## src/hw/rtl/ows_pkg.sv

```systemverilog
// Shared types, codes and helpers of the 1-Wire ROM search engine.
`timescale 1ns / 1ps
`default_nettype none

package ows_pkg;

  localparam int unsigned CMD_DEPTH = 2;
  localparam int unsigned RES_DEPTH = 2;

  localparam int unsigned ROM_W = 64;
  localparam int unsigned POS_W = 7;
  localparam int unsigned FAM_W = 4;
  localparam int unsigned CRC_W = 8;

  localparam logic [POS_W-1:0] BIT_END      = POS_W'(65);
  localparam logic [POS_W-1:0] FAMILY_LIMIT = POS_W'(9);
  localparam logic [CRC_W-1:0] CRC_TAP      = 8'h18;

  localparam logic [1:0] CMD_BEGIN = 2'd0;
  localparam logic [1:0] CMD_PAIR  = 2'd1;
  localparam logic [1:0] CMD_CLEAR = 2'd2;

  typedef enum logic [2:0] {
    OP_NOP,
    OP_BEGIN,
    OP_PAIR_ONES,
    OP_PAIR_DIFF,
    OP_PAIR_SAME,
    OP_CLEAR
  } op_e;

  typedef enum logic [1:0] {
    ST_CONTINUE   = 2'd0,
    ST_NOT_FOUND  = 2'd1,
    ST_FOUND      = 2'd2,
    ST_FOUND_LAST = 2'd3
  } status_e;

  typedef struct packed {
    op_e  op;
    logic presence;
    logic id_bit;
  } cmd_word_t;

  typedef struct packed {
    status_e          status;
    logic             direction;
    logic             done;
    logic [ROM_W-1:0] rom_code;
    logic [FAM_W-1:0] family_disc;
  } result_t;

  function automatic logic [CRC_W-1:0] crc_bit(input logic [CRC_W-1:0] crc,
                                               input logic bit_in);
    logic             fb;
    logic [CRC_W-1:0] c;
    fb = crc[0] ^ bit_in;
    c  = fb ? (crc ^ CRC_TAP) : crc;
    c  = {fb, c[CRC_W-1:1]};
    return c;
  endfunction

endpackage

`default_nettype wire

```

## src/hw/rtl/ows_fifo.sv

```systemverilog
// Small first-in first-out queue of packed words.
`timescale 1ns / 1ps
`default_nettype none

module ows_fifo #(
  parameter int unsigned Width = 1,
  parameter int unsigned Depth = 2
) (
  input  wire logic             clk_i,
  input  wire logic             rst_ni,
  input  wire logic             push_i,
  input  wire logic [Width-1:0] data_i,
  output logic                  full_o,
  input  wire logic             pop_i,
  output logic [Width-1:0]      data_o,
  output logic                  empty_o
);

  localparam int unsigned PtrW = (Depth > 1) ? $clog2(Depth) : 1;
  localparam int unsigned CntW = $clog2(Depth + 1);
  localparam logic [PtrW-1:0] PtrLast = PtrW'(Depth - 1);
  localparam logic [CntW-1:0] CntFull = CntW'(Depth);

  logic [Width-1:0] mem_q [Depth];
  logic [PtrW-1:0]  wr_ptr_q, wr_ptr_d;
  logic [PtrW-1:0]  rd_ptr_q, rd_ptr_d;
  logic [CntW-1:0]  cnt_q, cnt_d;
  logic             do_push, do_pop;

  assign full_o  = (cnt_q == CntFull);
  assign empty_o = (cnt_q == '0);
  assign do_push = push_i && !full_o;
  assign do_pop  = pop_i && !empty_o;
  assign data_o  = mem_q[rd_ptr_q];

  always_comb begin
    wr_ptr_d = wr_ptr_q;
    rd_ptr_d = rd_ptr_q;
    cnt_d    = cnt_q;
    if (do_push) begin
      wr_ptr_d = (wr_ptr_q == PtrLast) ? '0 : wr_ptr_q + 1'b1;
    end
    if (do_pop) begin
      rd_ptr_d = (rd_ptr_q == PtrLast) ? '0 : rd_ptr_q + 1'b1;
    end
    if (do_push && !do_pop) begin
      cnt_d = cnt_q + 1'b1;
    end else if (!do_push && do_pop) begin
      cnt_d = cnt_q - 1'b1;
    end
  end

  always_ff @(posedge clk_i or negedge rst_ni) begin
    if (!rst_ni) begin
      wr_ptr_q <= '0;
      rd_ptr_q <= '0;
      cnt_q    <= '0;
    end else begin
      wr_ptr_q <= wr_ptr_d;
      rd_ptr_q <= rd_ptr_d;
      cnt_q    <= cnt_d;
    end
  end

  always_ff @(posedge clk_i) begin
    if (do_push) begin
      mem_q[wr_ptr_q] <= data_i;
    end
  end

  a_cnt_bound: assert property (@(posedge clk_i) disable iff (!rst_ni)
    cnt_q <= CntFull)
    else $error("queue count above depth");

  a_cnt_up: assert property (@(posedge clk_i) disable iff (!rst_ni)
    do_push && !do_pop |=> cnt_q == $past(cnt_q) + 1'b1)
    else $error("queue count did not advance on write");

  a_cnt_down: assert property (@(posedge clk_i) disable iff (!rst_ni)
    !do_push && do_pop |=> cnt_q == $past(cnt_q) - 1'b1)
    else $error("queue count did not drop on read");

endmodule

`default_nettype wire

```

## src/hw/rtl/ows_front.sv

```systemverilog
// Front end: decodes incoming words into engine operations and queues them.
`timescale 1ns / 1ps
`default_nettype none

module ows_front #(
  parameter int unsigned Depth = ows_pkg::CMD_DEPTH
) (
  input  wire logic          clk_i,
  input  wire logic          rst_ni,
  input  wire logic          push,
  output logic               full,
  input  wire logic [1:0]    cmd_i,
  input  wire logic          presence_ok_i,
  input  wire logic          id_bit_i,
  input  wire logic          complement_bit_i,
  output ows_pkg::cmd_word_t word_o,
  output logic               valid_o,
  input  wire logic          take_i
);

  import ows_pkg::*;

  cmd_word_t word_in;
  logic      q_empty;

  always_comb begin
    word_in.presence = presence_ok_i;
    word_in.id_bit   = id_bit_i;
    case (cmd_i)
      CMD_BEGIN: word_in.op = OP_BEGIN;
      CMD_PAIR: begin
        if (id_bit_i && complement_bit_i) begin
          word_in.op = OP_PAIR_ONES;
        end else if (id_bit_i != complement_bit_i) begin
          word_in.op = OP_PAIR_DIFF;
        end else begin
          word_in.op = OP_PAIR_SAME;
        end
      end
      CMD_CLEAR: word_in.op = OP_CLEAR;
      default:   word_in.op = OP_NOP;
    endcase
  end

  ows_fifo #(
    .Width ($bits(cmd_word_t)),
    .Depth (Depth)
  ) u_cmd_q (
    .clk_i   (clk_i),
    .rst_ni  (rst_ni),
    .push_i  (push),
    .data_i  (word_in),
    .full_o  (full),
    .pop_i   (take_i),
    .data_o  (word_o),
    .empty_o (q_empty)
  );

  assign valid_o = !q_empty;

endmodule

`default_nettype wire

```

## src/hw/rtl/ows_engine.sv

```systemverilog
// Back end: search state, direction choice, ROM code and CRC update per word.
`timescale 1ns / 1ps
`default_nettype none

module ows_engine (
  input  wire logic                clk_i,
  input  wire logic                rst_ni,
  input  wire ows_pkg::cmd_word_t  word_i,
  input  wire logic                valid_i,
  output logic                     take_o,
  input  wire logic                res_full_i,
  output logic                     res_push_o,
  output ows_pkg::result_t         res_o
);

  import ows_pkg::*;

  logic [ROM_W-1:0] rom_q, rom_d;
  logic [POS_W-1:0] ld_q, ld_d;
  logic [FAM_W-1:0] lfd_q, lfd_d;
  logic             lds_q, lds_d;
  logic [POS_W-1:0] pos_q, pos_d;
  logic [POS_W-1:0] lzp_q, lzp_d;
  logic [CRC_W-1:0] crc_q, crc_d;
  logic             active_q, active_d;

  logic                     fire;
  logic                     dir;
  logic [$clog2(ROM_W)-1:0] idx;

  assign fire       = valid_i && !res_full_i;
  assign take_o     = fire;
  assign res_push_o = fire;
  assign idx        = pos_q[$clog2(ROM_W)-1:0] - 1'b1;

  always_comb begin
    rom_d    = rom_q;
    ld_d     = ld_q;
    lfd_d    = lfd_q;
    lds_d    = lds_q;
    pos_d    = pos_q;
    lzp_d    = lzp_q;
    crc_d    = crc_q;
    active_d = active_q;
    dir      = 1'b0;
    res_o.status = ST_CONTINUE;
    res_o.done   = 1'b0;
    if (fire) begin
      case (word_i.op)
        OP_BEGIN: begin
          if (lds_q || !word_i.presence) begin
            ld_d         = '0;
            lds_d        = 1'b0;
            lfd_d        = '0;
            active_d     = 1'b0;
            res_o.status = ST_NOT_FOUND;
            res_o.done   = 1'b1;
          end else begin
            pos_d    = POS_W'(1);
            lzp_d    = '0;
            crc_d    = '0;
            active_d = 1'b1;
          end
        end
        OP_PAIR_ONES, OP_PAIR_DIFF, OP_PAIR_SAME: begin
          if (!active_q) begin
            res_o.status = ST_NOT_FOUND;
            res_o.done   = 1'b1;
          end else if (word_i.op == OP_PAIR_ONES) begin
            ld_d         = '0;
            lds_d        = 1'b0;
            lfd_d        = '0;
            active_d     = 1'b0;
            res_o.status = ST_NOT_FOUND;
            res_o.done   = 1'b1;
          end else begin
            if (word_i.op == OP_PAIR_DIFF) begin
              dir = word_i.id_bit;
            end else begin
              if (pos_q < ld_q) begin
                dir = rom_q[idx];
              end else begin
                dir = (pos_q == ld_q);
              end
              if (!dir) begin
                lzp_d = pos_q;
                if (pos_q < FAMILY_LIMIT) begin
                  lfd_d = pos_q[FAM_W-1:0];
                end
              end
            end
            rom_d[idx] = dir;
            crc_d      = crc_bit(crc_q, dir);
            pos_d      = pos_q + 1'b1;
            if (pos_d >= BIT_END) begin
              active_d   = 1'b0;
              res_o.done = 1'b1;
              if (crc_d == '0 && rom_d[7:0] != 8'h00) begin
                ld_d = lzp_d;
                if (lzp_d == '0) begin
                  lds_d        = 1'b1;
                  res_o.status = ST_FOUND_LAST;
                end else begin
                  res_o.status = ST_FOUND;
                end
              end else begin
                ld_d         = '0;
                lds_d        = 1'b0;
                lfd_d        = '0;
                res_o.status = ST_NOT_FOUND;
              end
            end
          end
        end
        OP_CLEAR: begin
          rom_d        = '0;
          ld_d         = '0;
          lfd_d        = '0;
          lds_d        = 1'b0;
          pos_d        = POS_W'(1);
          lzp_d        = '0;
          crc_d        = '0;
          active_d     = 1'b0;
          res_o.status = ST_NOT_FOUND;
          res_o.done   = 1'b1;
        end
        default: begin
          res_o.status = ST_CONTINUE;
        end
      endcase
    end
    res_o.direction   = dir;
    res_o.rom_code    = rom_d;
    res_o.family_disc = lfd_d;
  end

  always_ff @(posedge clk_i or negedge rst_ni) begin
    if (!rst_ni) begin
      rom_q    <= '0;
      ld_q     <= '0;
      lfd_q    <= '0;
      lds_q    <= 1'b0;
      pos_q    <= POS_W'(1);
      lzp_q    <= '0;
      crc_q    <= '0;
      active_q <= 1'b0;
    end else begin
      rom_q    <= rom_d;
      ld_q     <= ld_d;
      lfd_q    <= lfd_d;
      lds_q    <= lds_d;
      pos_q    <= pos_d;
      lzp_q    <= lzp_d;
      crc_q    <= crc_d;
      active_q <= active_d;
    end
  end

  a_clear_resets: assert property (@(posedge clk_i) disable iff (!rst_ni)
    fire && word_i.op == OP_CLEAR |=> pos_q == POS_W'(1) && !active_q && rom_q == '0)
    else $error("clear did not restore search state");

  a_last_marks: assert property (@(posedge clk_i) disable iff (!rst_ni)
    fire && res_o.status == ST_FOUND_LAST |=> lds_q)
    else $error("last device not recorded");

  a_done_idles: assert property (@(posedge clk_i) disable iff (!rst_ni)
    fire && res_o.done |=> !active_q)
    else $error("search still active after pass ended");

  a_pos_range: assert property (@(posedge clk_i) disable iff (!rst_ni)
    active_q |-> pos_q >= POS_W'(1) && pos_q < BIT_END)
    else $error("bit position out of range during search");

endmodule

`default_nettype wire

```

## src/hw/rtl/onewire_rom_search.sv

```systemverilog
// Top level of the 1-Wire ROM search engine.
`timescale 1ns / 1ps
`default_nettype none

// 1-Wire search ROM engine. Words enter through push/full: begin (with the
// presence result), id bit pair, or clear. Every word yields exactly one result
// word on the output queue (empty/pop) carrying status, the direction bit to
// drive on the bus, the pass-done flag, the ROM code built so far and the last
// family discrepancy. A command queue feeds a combinational search step, whose
// results go into a result queue, so the block sustains one word per clock
// while the result queue is not full; the word is held in the command queue
// and its result in the result queue before it reaches the output ports. The
// search step (direction choice, ROM bit write, CRC-8 update, end-of-pass
// check) sets that rate. Queue depths are set by CmdDepth and ResDepth.
module onewire_rom_search #(
  parameter int unsigned CmdDepth = ows_pkg::CMD_DEPTH,
  parameter int unsigned ResDepth = ows_pkg::RES_DEPTH
) (
  input  wire logic                      clk_i,
  input  wire logic                      rst_ni,
  input  wire logic                      push,
  output logic                           full,
  input  wire logic [1:0]                cmd_i,
  input  wire logic                      presence_ok_i,
  input  wire logic                      id_bit_i,
  input  wire logic                      complement_bit_i,
  output logic                           empty,
  input  wire logic                      pop,
  output logic [1:0]                     status_o,
  output logic                           direction_o,
  output logic                           done_res_o,
  output logic [ows_pkg::ROM_W-1:0]      rom_code_o,
  output logic [ows_pkg::FAM_W-1:0]      family_discrepancy_o
);

  import ows_pkg::*;

  cmd_word_t cmd_word;
  logic      cmd_valid;
  logic      cmd_take;
  result_t   res_in;
  result_t   res_out;
  logic      res_push;
  logic      res_full;

  ows_front #(
    .Depth (CmdDepth)
  ) u_front (
    .clk_i            (clk_i),
    .rst_ni           (rst_ni),
    .push             (push),
    .full             (full),
    .cmd_i            (cmd_i),
    .presence_ok_i    (presence_ok_i),
    .id_bit_i         (id_bit_i),
    .complement_bit_i (complement_bit_i),
    .word_o           (cmd_word),
    .valid_o          (cmd_valid),
    .take_i           (cmd_take)
  );

  ows_engine u_engine (
    .clk_i      (clk_i),
    .rst_ni     (rst_ni),
    .word_i     (cmd_word),
    .valid_i    (cmd_valid),
    .take_o     (cmd_take),
    .res_full_i (res_full),
    .res_push_o (res_push),
    .res_o      (res_in)
  );

  ows_fifo #(
    .Width ($bits(result_t)),
    .Depth (ResDepth)
  ) u_res_q (
    .clk_i   (clk_i),
    .rst_ni  (rst_ni),
    .push_i  (res_push),
    .data_i  (res_in),
    .full_o  (res_full),
    .pop_i   (pop),
    .data_o  (res_out),
    .empty_o (empty)
  );

  assign status_o             = res_out.status;
  assign direction_o          = res_out.direction;
  assign done_res_o           = res_out.done;
  assign rom_code_o           = res_out.rom_code;
  assign family_discrepancy_o = res_out.family_disc;

endmodule

`default_nettype wire

```

## config.mk

```make
export PLATFORM = sky130hd
export DESIGN_NAME = onewire_rom_search
export DESIGN_NICKNAME = d
export VERILOG_FILES = /design/src/hw/rtl/ows_pkg.sv /design/src/hw/rtl/ows_fifo.sv /design/src/hw/rtl/ows_front.sv /design/src/hw/rtl/ows_engine.sv /design/src/hw/rtl/onewire_rom_search.sv
export SDC_FILE = /design/constraint.sdc
export NUM_CORES = 1
export LEC_CHECK = 0
export BUFFER_PORTS_ARGS = -buffer_cell sky130_fd_sc_hd__buf_4
export CAP_MARGIN = 20
export CORE_UTILIZATION = 55
export CTS_CLUSTER_SIZE = 28
export DETAILED_ROUTE_END_ITERATION = 6
export PLACE_DENSITY = 0.76
export SYNTH_ARGS = -nofsm -noshare
export SYNTH_HDL_FRONTEND = slang
export SYNTH_SLANG_ARGS = --single-unit
export TNS_END_PERCENT = 1
```

## constraint.sdc

```tcl
create_clock -name clk_i -period 4 [get_ports clk_i]
set_clock_uncertainty 0.05 [all_clocks]
set_input_delay 0.2 -clock clk_i [delete_from_list [all_inputs] [get_ports clk_i]]
set_output_delay 0.2 -clock clk_i [all_outputs]
set_load 0.1 [all_outputs]
```

* Word level (Yosys, flattened, before mapping)
Memory sizes are Yosys's and may differ from the RTL's. Cells that the tools add are included. W data, S select, Z words.
Cells by class: $add $sub $neg 10, order comparisons 5, eq/ne operators 17, multiplexer cells 100, bitwise gates (word level) 2, reduce and logical (&&, ||, !) cells 36
Operator list (number):
- $mux W64 | 3
- $pmux W64 S2 | 1
- $mux W7 | 17
- $bwmux W64 | 1
- $pmux W7 S3 | 3
- $mux W1 | 42
- $mux W4 | 9
- $mux W8 | 3
- $pmux W8 S3 | 1
- $mux W2 | 9
- $logic_and A1 B1 Y1 | 12
- $pmux W4 S3 | 1
- $reduce_and A5 Y1 | 2
- $logic_not A1 Y1 | 9
- $pmux W1 S3 | 3
- $pmux W3 S3 | 1
- $logic_not A8 Y1 | 1
- $reduce_bool A8 Y1 | 1
- $add A7 B1 Y7 const B | 1
- $eq A7 B7 Y1 | 1
- $ge A7 B7 Y1 const B | 1
- $logic_not A7 Y1 | 1
- $lt A6 B7 Y1 const B | 1
- $lt A7 B4 Y1 const B | 1
- other kinds (30) | 45
Storage, ports and cells: register bits 107, bits in writable memories 154, input bits 9, output and inout bits 74, logic and storage cells 186, memories 2
Memory list:
- u_res_q.mem_q | depth 2, bits a word 72, read ports 1, clocked after Yosys merged registers in 0, wr ports 1, RTL line ows_fifo.sv:24 | logic [Width-1:0] mem_q [Depth];
- u_front.u_cmd_q.mem_q | depth 2, bits a word 5, read ports 1, clocked after Yosys merged registers in 0, wr ports 1, RTL line ows_fifo.sv:24

* Longest topological paths before layout
Gate-level depths: netlist of the first run.
word-level depth 24, mapped depth 16, gate-level depth less buffers 11

* Hierarchy
From an unflattened synthesis of the first run, not the netlist that was laid out.
Unflattened totals: cells, all modules 1019, area, all modules 12494.5 um^2
Modules (own cells, without submodules):
- ows_engine | instances 1, cells an instance 731, area each 6119.6 um^2, sequential area each 2478.6 um^2
- ows_fifo at u_res_q | instances 1, cells an instance 243, area each 5741.8 um^2, sequential area each 4424.2 um^2
- ows_fifo at u_front.u_cmd_q | instances 1, cells an instance 35, area each 568.0 um^2, sequential area each 400.4 um^2
- ows_front | instances 1, cells an instance 10, area each 65.1 um^2, sequential area each 0.0 um^2

* Worst setup path after synthesis of the first run
OpenSTA, ideal clock, no wires.
path kind register -> register, start register u_res_q.cnt_q[1], end memory u_res_q.mem_q[0][0] (netlist bit), enable pin, library setup time 0.503 ns, arrival 3.671 ns, required time 3.447 ns, setup slack -0.224 ns, stages on the path, launching flop included 4, buffers on the path 0, clock period less this slack 4.224 ns, cell sequence dfrtp_1 -> inv_1 -> o22ai_1 -> nor2_1
On the way: longest elaborated chain between the ends 6
Ends and longest elaborated chain:
- start, declared | RTL line ows_fifo.sv:27 | logic [CntW-1:0] cnt_q, cnt_d;
- start signal, assigned | RTL line ows_fifo.sv:61 | cnt_q <= cnt_d;
- $eq A2 B2 Y1 (*) | RTL line ows_fifo.sv:30 | assign full_o = (cnt_q == CntFull);
- $logic_not A1 Y1 (*) | RTL line ows_fifo.sv:32, ows_engine.sv:31
- $logic_and A1 B1 Y1 | RTL line ows_engine.sv:31 | assign fire = valid_i && !res_full_i;
- $logic_and A1 B1 Y1 (*) | RTL line ows_fifo.sv:32 | assign do_push = push_i && !full_o;
- $mux W1 (*) | RTL line ows_fifo.sv:66 | if (do_push) begin
- $mux W1 (implied by the code) (*) | RTL line ows_fifo.sv:67 | mem_q[wr_ptr_q] <= data_i;
- end, declared | RTL line ows_fifo.sv:24
Mark *: on every way between the ends. The rest lies on a longest branch, timed or not.

==> flow_summary.yaml, run 1 <==
outcome:
  status: "completed"
drt:
  num_vias: 8796
  drt_iter0_markers: 814
  wl_per_cell_um: 20.4
  dr.pass1.iters: 5
  via_per_inst: 6.13
  drtAntennaViolNets: 0
  post-route-drc-count: 0
  wirelength_um: 29300
layout:
  drive_above_1_share_pct: 24.7
  finish.net_count: 1157
  antenna_cells: 0
  final_cell_mix: "204 x nand2_1, 154 x edfxtp_1, 118 x buf_4"
  final_common_cell: "nand2_1"
  fill_cells: 1623
  syn2layout_area_growth_pct: 16.6
  design_area_um2: 14300
global_routing:
  grt.total_usage_pct: 26.0
  grt_max_degree: 57
  grt_overflow: 0
  grt_antenna_before_repair: 0
  grt_first_pass_wirelength_um: 45800
  first_global_vias: 8379
worst_hold_path:
  hp-class: "in2reg"
  hold_path.startpoint: "pop"
sta:
  setup_tns_ps: 0
  tightest_slew_ps: 864
  finalHoldViolations: 0
  whs_ps: 68.8
  maxSlewHeadroom_pct: 42.2
  clock.fmax_mhz: 253
  worst_slack_ps: 45.7
  setup_viol: 0
  slew_viol_final: 0
  grt_setup_unrepaired: "true"
  min_period_ps: 3950
  finalCritPeriodShare_pct: 98.9
synth:
  yosysSeqAreaShare_pct: 59.5
  synthesis.area_um2: 12300
  synth-seq-cells: 261
  synth_ff_type: "edfxtp_1"
  synth_edf_count: 154
  syn_area_per_cell_um2: 11.7
  syn_nets: 1074
  netlist_instances: 1052
  synth_cell_types: 64
  yosysWarnings: 0
  async_flop_share_pct: 41.0
die:
  die-area_um2: 22900
  placementRows: 54
  die_w_um: 151
  start_util_pct: 56.2
  die-height_um: 151
  coreArea_um2: 21800
  ios: 83
clocking:
  clk_latency_ps: 540
  cts_max_level: 1
  clk_pin_slew_worst_paths_ps: 60
  cts.sinks: 261
  cts_tree: "built"
  post_cts_buffers: 0
  root_buffer: "clkbuf_16"
  cts_made_buffers: 26
  clock_path_buffers: 3
place:
  gp_congestion: 0.923
  io_buffer_count: 82
  pre_cts_slack_ps: -73.7
  post-dp-hpwl_um: 18600
  placed_area_um2: 13300
setup_path:
  startpoint_type: "flop"
  worstPathRequired_ps: 4210
  crit_fanout: 10
  startpoint: "u_engine.pos_q[1]"
  r2r_start: "u_engine.pos_q[1]"
  crit_path_end_kind: "flop"
  crit_type: "reg2reg"
  cp.arrival_ps: 4170
flow_run:
  drv_cap: 0
==> critical path, cell delays in order (launching register included) <==
cell	delay, ps
dfrtp_1	380
inv_1	130
ha_2	320
buf_4	230
xor2_4	190
buf_4	200
mux4_2	310
and2_1	190
nor4_2	310
nor4_2	140
a31oi_4	270
mux2i_4	390
o211ai_1	260
a22o_1	340
==> metal layers <==
layer	vias up	part of all wire, %	global-route usage (%)	wire length, um
li1	4009	-	-	-
met1	4367	44	39.0	13000
met2	380	47	39.5	13600
met3	40	7.6	4.34	2220
met4	0	1.5	6.10	454
met5	-	0	0	0
==> cell families (layout without fill, tap and decap cells) <==
family	Yosys count	after routing	synth area share (%)
mux	102	102	9.83
buf+inv	94	196	3.17
compound gates	246	246	13.1
fa+ha+maj	13	13	1.33
simple gates	319	319	11.5
xor+xnor	17	18	1.52
flops	261	261	59.5
==> registers in the layout, indices dropped and copies added, names as in the netlist, 2 cells and up <==
signal	cells
u_engine.rom_q	64
u_front.u_cmd_q.mem_q	10
u_front.u_cmd_q.cnt_q	2
u_engine.lfd_q	4
u_engine.crc_q	8
u_engine.pos_q	7
u_engine.ld_q	7
u_engine.lzp_q	7
u_res_q.cnt_q	2
u_res_q.mem_q	144
==> per-stage QoR <==
step / cells / utilization (%)
finish: 1435 / 65.5
global route: 1435 / 65.5
CTS: 1435 / 65.1
detailed placement: 1380 / 60.8
global placement: 1380 / 60.8
floorplan: 1052 / -
==> synthesized netlist by cell type, types with 15 or more instances <==
master	count	area, um2
o21ai_0	91	455
mux2i_1	17	170
edfxtp_1	154	4620
dfrtp_1	106	2650
inv_1	20	75.1
nand2_1	204	766
clkbuf_1	49	184
o31ai_1	66	495
a21oi_1	25	125
mux2_2	76	856
nor3_1	15	75.1
nand3_1	17	85.1
nor2_1	34	128
==> final timing paths <==
path | to | cells past startpoint | slack (ps)
hold reg to reg | u_engine.ld_q[4] | 2 | 440
min in group asynchronous | u_front.u_cmd_q.cnt_q[0] | 2 | 240
hold / removal | u_res_q.rd_ptr_q | 3 | 70
setup / recovery | u_res_q.mem_q[0][1] | 13 | 50
max in group asynchronous | u_res_q.rd_ptr_q | 3 | 2740
setup reg to reg | u_res_q.mem_q[0][1] | 13 | 50
==> area by class of cell <==
cell class                 instances  area [um2]  area share [%]
inverter                          21        78.8           0.551
clock buffer                      40         753            5.27
sequential                       261        7300            51.1
multi-input combinational        698        4710            32.9
tap                              280         350            2.45
clock inverter                     8         101           0.709
timing repair buffer             127        1010            7.03
==> timing repair <==
action                                  CTS  global route
pin swaps                                 1             0
hold endpoints to repair                 64             0
hold buffers                              6             0
endpoints found under the setup margin   15            48
gates cloned                              1             0
gates resized for setup                   1            19
Power of run 1 is not shown: default switching activity piles up to over one toggle a cycle in this logic, so the estimate is an artifact.
==> inputs of run 2 (changes only) <==
--- a/config.mk
+++ b/config.mk
@@ -5,6 +5,7 @@
 export SDC_FILE = /design/constraint.sdc
 export NUM_CORES = 1
 export LEC_CHECK = 0
+export ABC_AREA = 1
 export BUFFER_PORTS_ARGS = -buffer_cell sky130_fd_sc_hd__buf_4
 export CAP_MARGIN = 20
 export CORE_UTILIZATION = 55
==> run 2 against run 1 <==
Against the previous run:
- the run now ends with DRC left
- final cell count is 25% higher
- global-route usage barely moved
- via count grew 14%
- area after synthesis rose by 1.6%
- first-iteration DRC count is 17% higher
- die area is 1.6% higher
- non-clock buffer count shrank 12
- worst hold slack worse by 10 ps
- maximum frequency increased by 12%
- highest routed layer unchanged
==> flow_summary.yaml, run 2 <==
outcome:
  status: "finished, violations left"
  violations: "DRC"
worst_hold_path:
  hp-class: "in2reg"
synth:
  netlist_instances: 1409
  synth_cell_types: 38
  synthesis.area_um2: 12500
  syn_area_per_cell_um2: 8.85
  synth_ff_type: "edfxtp_1"
  yosys.area.top_type: "edfxtp_1"
  syn_nets: 1431
  synth-seq-cells: 261
  yosysSeqAreaShare_pct: 58.6
  async_flop_share_pct: 41.0
  netlist.area_leader.share_pct: 37.1
  synth.most_common_cell: "nand2_1"
  synth_edf_count: 154
  yosysWarnings: 0
  synthTopCellsByArea: "edfxtp_1 37%, dfrtp_1 21%, nand2_1 16%"
  synthTopCellsByCount: "544 x nand2_1, 154 x edfxtp_1, 134 x o21ai_0"
setup_path:
  path_cells: "inv_4 -> ha_1 -> nand2_1 -> nand2_2 -> inv_2 -> nand2_1 -> nand3_1 -> nand2_1 -> nand2_1 -> nand2_1 -> nor2_1 -> nand2_2 -> nand2_4 -> nand2_4 -> xor2_1 -> nor3_2 -> nand2_4 -> nand2_4 -> nand2_1 -> o21ai_0"
  r2r_start: "u_engine.pos_q[0]"
  crit_path_end_kind: "flop"
  path_delay_family: "simple AND/OR/NAND/NOR gates"
  crit_cells: 20
  startpoint_type: "flop"
  cp.arrival_ps: 3720
  r2r_end: "u_res_q.mem_q[1][2]"
  cpMostUsedCell: "nand2_1"
  crit_type: "reg2reg"
  reg2regPathDepth: 20
  slowest_stage: "dfstp_2"
  slowest_delay_ps: 550
  crit_end: "u_res_q.mem_q[1][2]"
  startpoint: "u_engine.pos_q[0]"
  crit_fanout: 16
  worstPathRequired_ps: 4180
  critPathBufInv: 2
  regToRegSetupSlack_ps: 460
layout:
  reg_top3: "u_res_q.mem_q x144, u_engine.rom_q x64, u_front.u_cmd_q.mem_q x10"
  syn2layout_area_growth_pct: 15.5
  fill_cells: 1763
  final_cell_mix: "544 x nand2_1, 154 x edfxtp_1, 134 x o21ai_0"
  antenna_cells: 0
  stdcell_count: 1791
  finish.net_count: 1512
  drive_above_1_share_pct: 12.3
  top_register: "u_res_q.mem_q"
  largest_reg_flops: 144
  final_common_cell: "nand2_1"
global_routing:
  first_global_vias: 9750
  grt_first_pass_wirelength_um: 48300
  grt_antenna_before_repair: 0
  grt.total_usage_pct: 25.9
  grt_overflow: 0
  grt_max_degree: 73
clocking:
  ctsResizeCount: 0
  clk_latency_ps: 550
  cts_made_buffers: 27
  clock_path_buffers: 3
  cts_tree: "built"
  clk_pin_slew_worst_paths_ps: 60
  cts_max_level: 1
  cts.sinks: 261
  post_cts_buffers: 0
  root_buffer: "clkbuf_16"
drt:
  drt_iter0_markers: 949
  wl_per_cell_um: 16.5
  wirelength_um: 29600
  num_vias: 9996
  via_per_inst: 5.58
  post-route-drc-count: 5
  drtAntennaViolNets: 0
  dr.pass1.iters: 7
place:
  gp_congestion: 0.915
  io_buffer_count: 82
  post-dp-hpwl_um: 19000
  place_inst: 1733
sta:
  setup_viol: 0
  maxSlewHeadroom_pct: 33.1
  finalHoldViolations: 0
  grt_setup_unrepaired: "false"
  finalCritPeriodShare_pct: 88.6
  clock.fmax_mhz: 282
  min_period_ps: 3540
  slew_viol_final: 0
  tightest_slew_ps: 1000
die:
  coreArea_um2: 22000
  die_w_um: 153
  ios: 83
  start_util_pct: 56.6
  die-area_um2: 23300
  placementRows: 54
  die-height_um: 153
flow_run:
  drv_cap: 0
run 2: repair_timing:
item / 4_1_cts / 5_1_grt
hold buffers: 7 / 0
endpoints found under the setup margin: 0 / 0
endpoints found under the hold margin: 70 / 0
run 2: metal layers:
metal  track usage, %  up-vias  wire length [um]
met2             44.3      394             14400
li1                 -     4817                 -
met5                0        -                 0
met1             33.5     4706             12200
met4             10.8        0              1070
met3             3.61       79              1940
run 2: cell families after synthesis:
| group | count (synthesis) | share of synthesized area [%] |
|---|---|---|
| compound gates | 232 | 10.6 |
| xor+xnor | 14 | 1.04 |
| fa+ha+maj | 13 | 1.30 |
| buf+inv | 169 | 5.59 |
| flops | 261 | 58.6 |
| mux | 1 | 0.0803 |
| simple gates | 719 | 22.7 |
run 2: how the worst min path moves through the flow:
stage,from,end,slack [ps],cells past startpoint
final,push,u_front.u_cmd_q.wr_ptr_q,60,5
after global routing,push,u_front.u_cmd_q.wr_ptr_q,100,5
after CTS,push,u_front.u_cmd_q.wr_ptr_q,60,5
after detailed placement,rst_ni,u_front.u_cmd_q.wr_ptr_q,310,1
after global placement,rst_ni,u_front.u_cmd_q.wr_ptr_q,310,1
after floorplan,rst_ni,u_engine.active_q,-150,0
run 2: layout make-up:
class                           instances  area, um2  area share (%)
Multi-Input combinational cell        979       4500            31.3
Tap cell                              280        350            2.43
Clock inverter                         17        229            1.59
Timing Repair Buffer                  115        893            6.21
Clock buffer                           33        718            4.99
Sequential cell                       261       7300            50.7
Inverter                              106        400            2.78
run 2: worst min-delay path, delay by kind of cell:
family | cells | cell delay [ps]
buffers and inverters | 2 | 170
AND/OR/NAND/NOR | 2 | 120
AO/OA/AOI/OAI | 1 | 120
run 2: stage by stage:
step | instance area (um2) | utilization (%) | TNS, ps | hold WS (ps) | setup slack, ps
floorplan | 12500 | - | -42450 | -146 | -583
global placement | 13400 | 60.6 | 0 | 308 | 583
detailed placement | 13400 | 60.6 | 0 | 312 | 553
CTS | 14400 | 65.3 | 0 | 62.4 | 503
global route | 14400 | 65.4 | 0 | 96.7 | 146
finish | 14400 | 65.4 | 0 | 58.7 | 455
Power of run 2 is left out for the same reason.
==> inputs of run 3 (changes only) <==
--- a/config.mk
+++ b/config.mk
@@ -14,5 +14,6 @@
 export PLACE_DENSITY = 0.76
 export SYNTH_ARGS = -nofsm -noshare
 export SYNTH_HDL_FRONTEND = slang
+export SYNTH_HIERARCHICAL = 1
 export SYNTH_SLANG_ARGS = --single-unit
 export TNS_END_PERCENT = 1
==> run 3 against run 2 <==
Against the previous run:
- the flow now finishes without violations
- utilization fell by 1.0 points
- first-iteration DRC count up 9.3%
- cell area is 0.89% higher
- worst hold slack better by 54 ps
- maximum frequency is 1.6% lower
- final cell count increased by 2.4%
- flip-flop and latch count is the same
- sequential share of layout area down 0.45 points
- die area grew 1.4%
==> flow_summary.yaml, run 3 <==
setup_path:
  crit_path_end_kind: "flop"
  crit_fanout: 52
  startpoint_type: "flop"
  path_cells: "buf_4 -> nand2_1 -> o21ai_0 -> nand2_1 -> nand2_1 -> nand2_1 -> nand3_1 -> nand2_1 -> nand2_1 -> nand2_1 -> nor2_1 -> nand2_2 -> nand2_4 -> nand2_4 -> clkinv_1 -> buf_12 -> nor3_1 -> o32ai_1"
  slowest_stage: "dfstp_2"
  crit_type: "reg2reg"
  slowest_delay_ps: 540
  cpMostUsedCell: "nand2_1"
  worstPathRequired_ps: 4200
  reg2regPathDepth: 18
  cp.arrival_ps: 3810
synth:
  synth_ff_type: "edfxtp_1"
  synth.most_common_cell: "nand2_1"
  netlist.area_leader.share_pct: 36.6
  syn_area_per_cell_um2: 8.78
  yosysSeqAreaShare_pct: 57.8
  synthesis.area_um2: 12600
  synthMuxAreaShare_pct: 0
  synthXorXnorAreaFrac_pct: 0.881
  yosys.area.top_type: "edfxtp_1"
  synthTopCellsByCount: "559 x nand2_1, 154 x edfxtp_1, 130 x inv_1"
  netlist_instances: 1440
  synth_edf_count: 154
  yosys.area_share.simple_pct: 23.0
  synthTopCellsByArea: "edfxtp_1 37%, dfrtp_1 21%, nand2_1 17%"
  synth_compound_area_share_pct: 10.1
  async_flop_share_pct: 41.0
  synth_cell_types: 38
  synth_top_family_by_area: "simple AND/OR/NAND/NOR gates"
  synthAdderAreaFrac_pct: 1.29
  synth-seq-cells: 261
  syn_nets: 1462
  yosysWarnings: 6
layout:
  final_common_cell: "nand2_1"
  largest_reg_flops: 144
  antenna_cells: 0
  drive_above_1_share_pct: 12.3
  syn2layout_area_growth_pct: 14.9
  top_register: "u_res_q/mem_q"
  final_cell_mix: "558 x nand2_1, 154 x edfxtp_1, 129 x inv_1"
  reg_top3: "u_res_q/mem_q x144, u_engine/rom_q x64, u_front/u_cmd_q/mem_q x10"
  finish.net_count: 1551
worst_hold_path:
  hp-class: "in2reg"
  holdPathStages: 5
drt:
  wl_per_cell_um: 16.4
  post-route-drc-count: 0
  wirelength_um: 30000
  drtAntennaViolNets: 0
  drt_iter0_markers: 1037
  num_vias: 10090
  dr.pass1.iters: 5
  via_per_inst: 5.50
clocking:
  cts.sinks: 261
  cts_made_buffers: 27
  clock_path_buffers: 3
  cts_tree: "built"
  clk_pin_slew_worst_paths_ps: 70
  cts_max_level: 1
  post_cts_buffers: 0
  clk_latency_ps: 540
  root_buffer: "clkbuf_16"
sta:
  finalCritPeriodShare_pct: 90.1
  maxSlewHeadroom_pct: 35.3
  finalHoldViolations: 0
  setup_tns_ps: 0
  grt_setup_unrepaired: "false"
  slew_viol_final: 0
  tightest_slew_ps: 971
  setup_viol: 0
  min_period_ps: 3600
  clock.fmax_mhz: 277
die:
  die_w_um: 154
  coreArea_um2: 22600
  die-height_um: 154
  die-area_um2: 23600
  start_util_pct: 56.0
  ios: 83
  placementRows: 55
global_routing:
  grt.total_usage_pct: 25.9
  grt_overflow: 0
  first_global_vias: 9805
  grt_antenna_before_repair: 0
  grt_first_pass_wirelength_um: 48800
  grt_max_degree: 74
flow_run:
  drv_cap: 0
outcome:
  status: "completed"
place:
  io_buffer_count: 82
  post-dp-hpwl_um: 19600
  gp_congestion: 0.914
run 3: layer usage:
layer	wire length, um	vias to the layer above	track usage [%]
li1	-	4890	-
met1	12200	4720	32.4
met2	14700	405	45.4
met3	2050	75	3.58
met4	1100	0	10.3
met5	0	-	0
run 3: path summary, 6_finish.rpt:
check                                                   end  slack (ps)              start
worst max register to register         u_res_q/mem_q[0][31]         400  u_engine/pos_q[0]
max in group asynchronous                u_engine/rom_q[32]        2570             rst_ni
min in group asynchronous                 u_engine/pos_q[2]         290             rst_ni
worst min-delay path            u_front/u_cmd_q/mem_q[0][2]         110   complement_bit_i
worst min register to register               u_engine/lds_q         430     u_engine/lds_q
worst max-delay path                   u_res_q/mem_q[0][31]         400  u_engine/pos_q[0]
run 3: what timing repair did:
action,4_1_cts,5_1_grt
endpoints found under the hold margin,82,0
hold buffers,8,0
gates resized for setup,0,2
endpoints found under the setup margin,0,6
run 3: cell type report:
type	instances	area, um2
Clock inverter	13	150
Timing Repair Buffer	118	963
Multi-Input combinational cell	980	4490
Fill cell	1840	8050
Inverter	141	529
Clock buffer	36	729
Sequential cell	261	7300
Tap cell	285	357
run 3: logic make-up after synthesis:
group / Yosys count
and+or+nand+nor: 730
DFF: 261
AOI/OAI and AO/OA: 226
buffers and inverters: 199
adders and majority gates: 13
xor gates and xnor gates: 11
run 3: worst max-delay path, delay by kind of cell (launching register included):
family / cells / cell delay [ps]
AO/OA/AOI/OAI: 2 / 670
flip-flops: 1 / 540
buffers and inverters: 3 / 790
AND/OR/NAND/NOR: 13 / 1220
run 3: per-stage QoR:
| stage | utilization, % | instance area, um2 | cells | worst slack (ps) | hold slack (ps) |
|---|---|---|---|---|---|
| CTS | 64.2 | 14500 | 1833 | 317 | 98.7 |
| global route | 64.3 | 14500 | 1834 | 37.3 | 137 |
| finish | 64.3 | 14500 | 1834 | 396 | 113 |
| global placement | 59.9 | 13500 | 1776 | 414 | 339 |
| floorplan | - | 12600 | 1440 | 520 | -146 |
| detailed placement | 59.9 | 13500 | 1776 | 357 | 340 |
Power of run 3 is left out for the same reason.
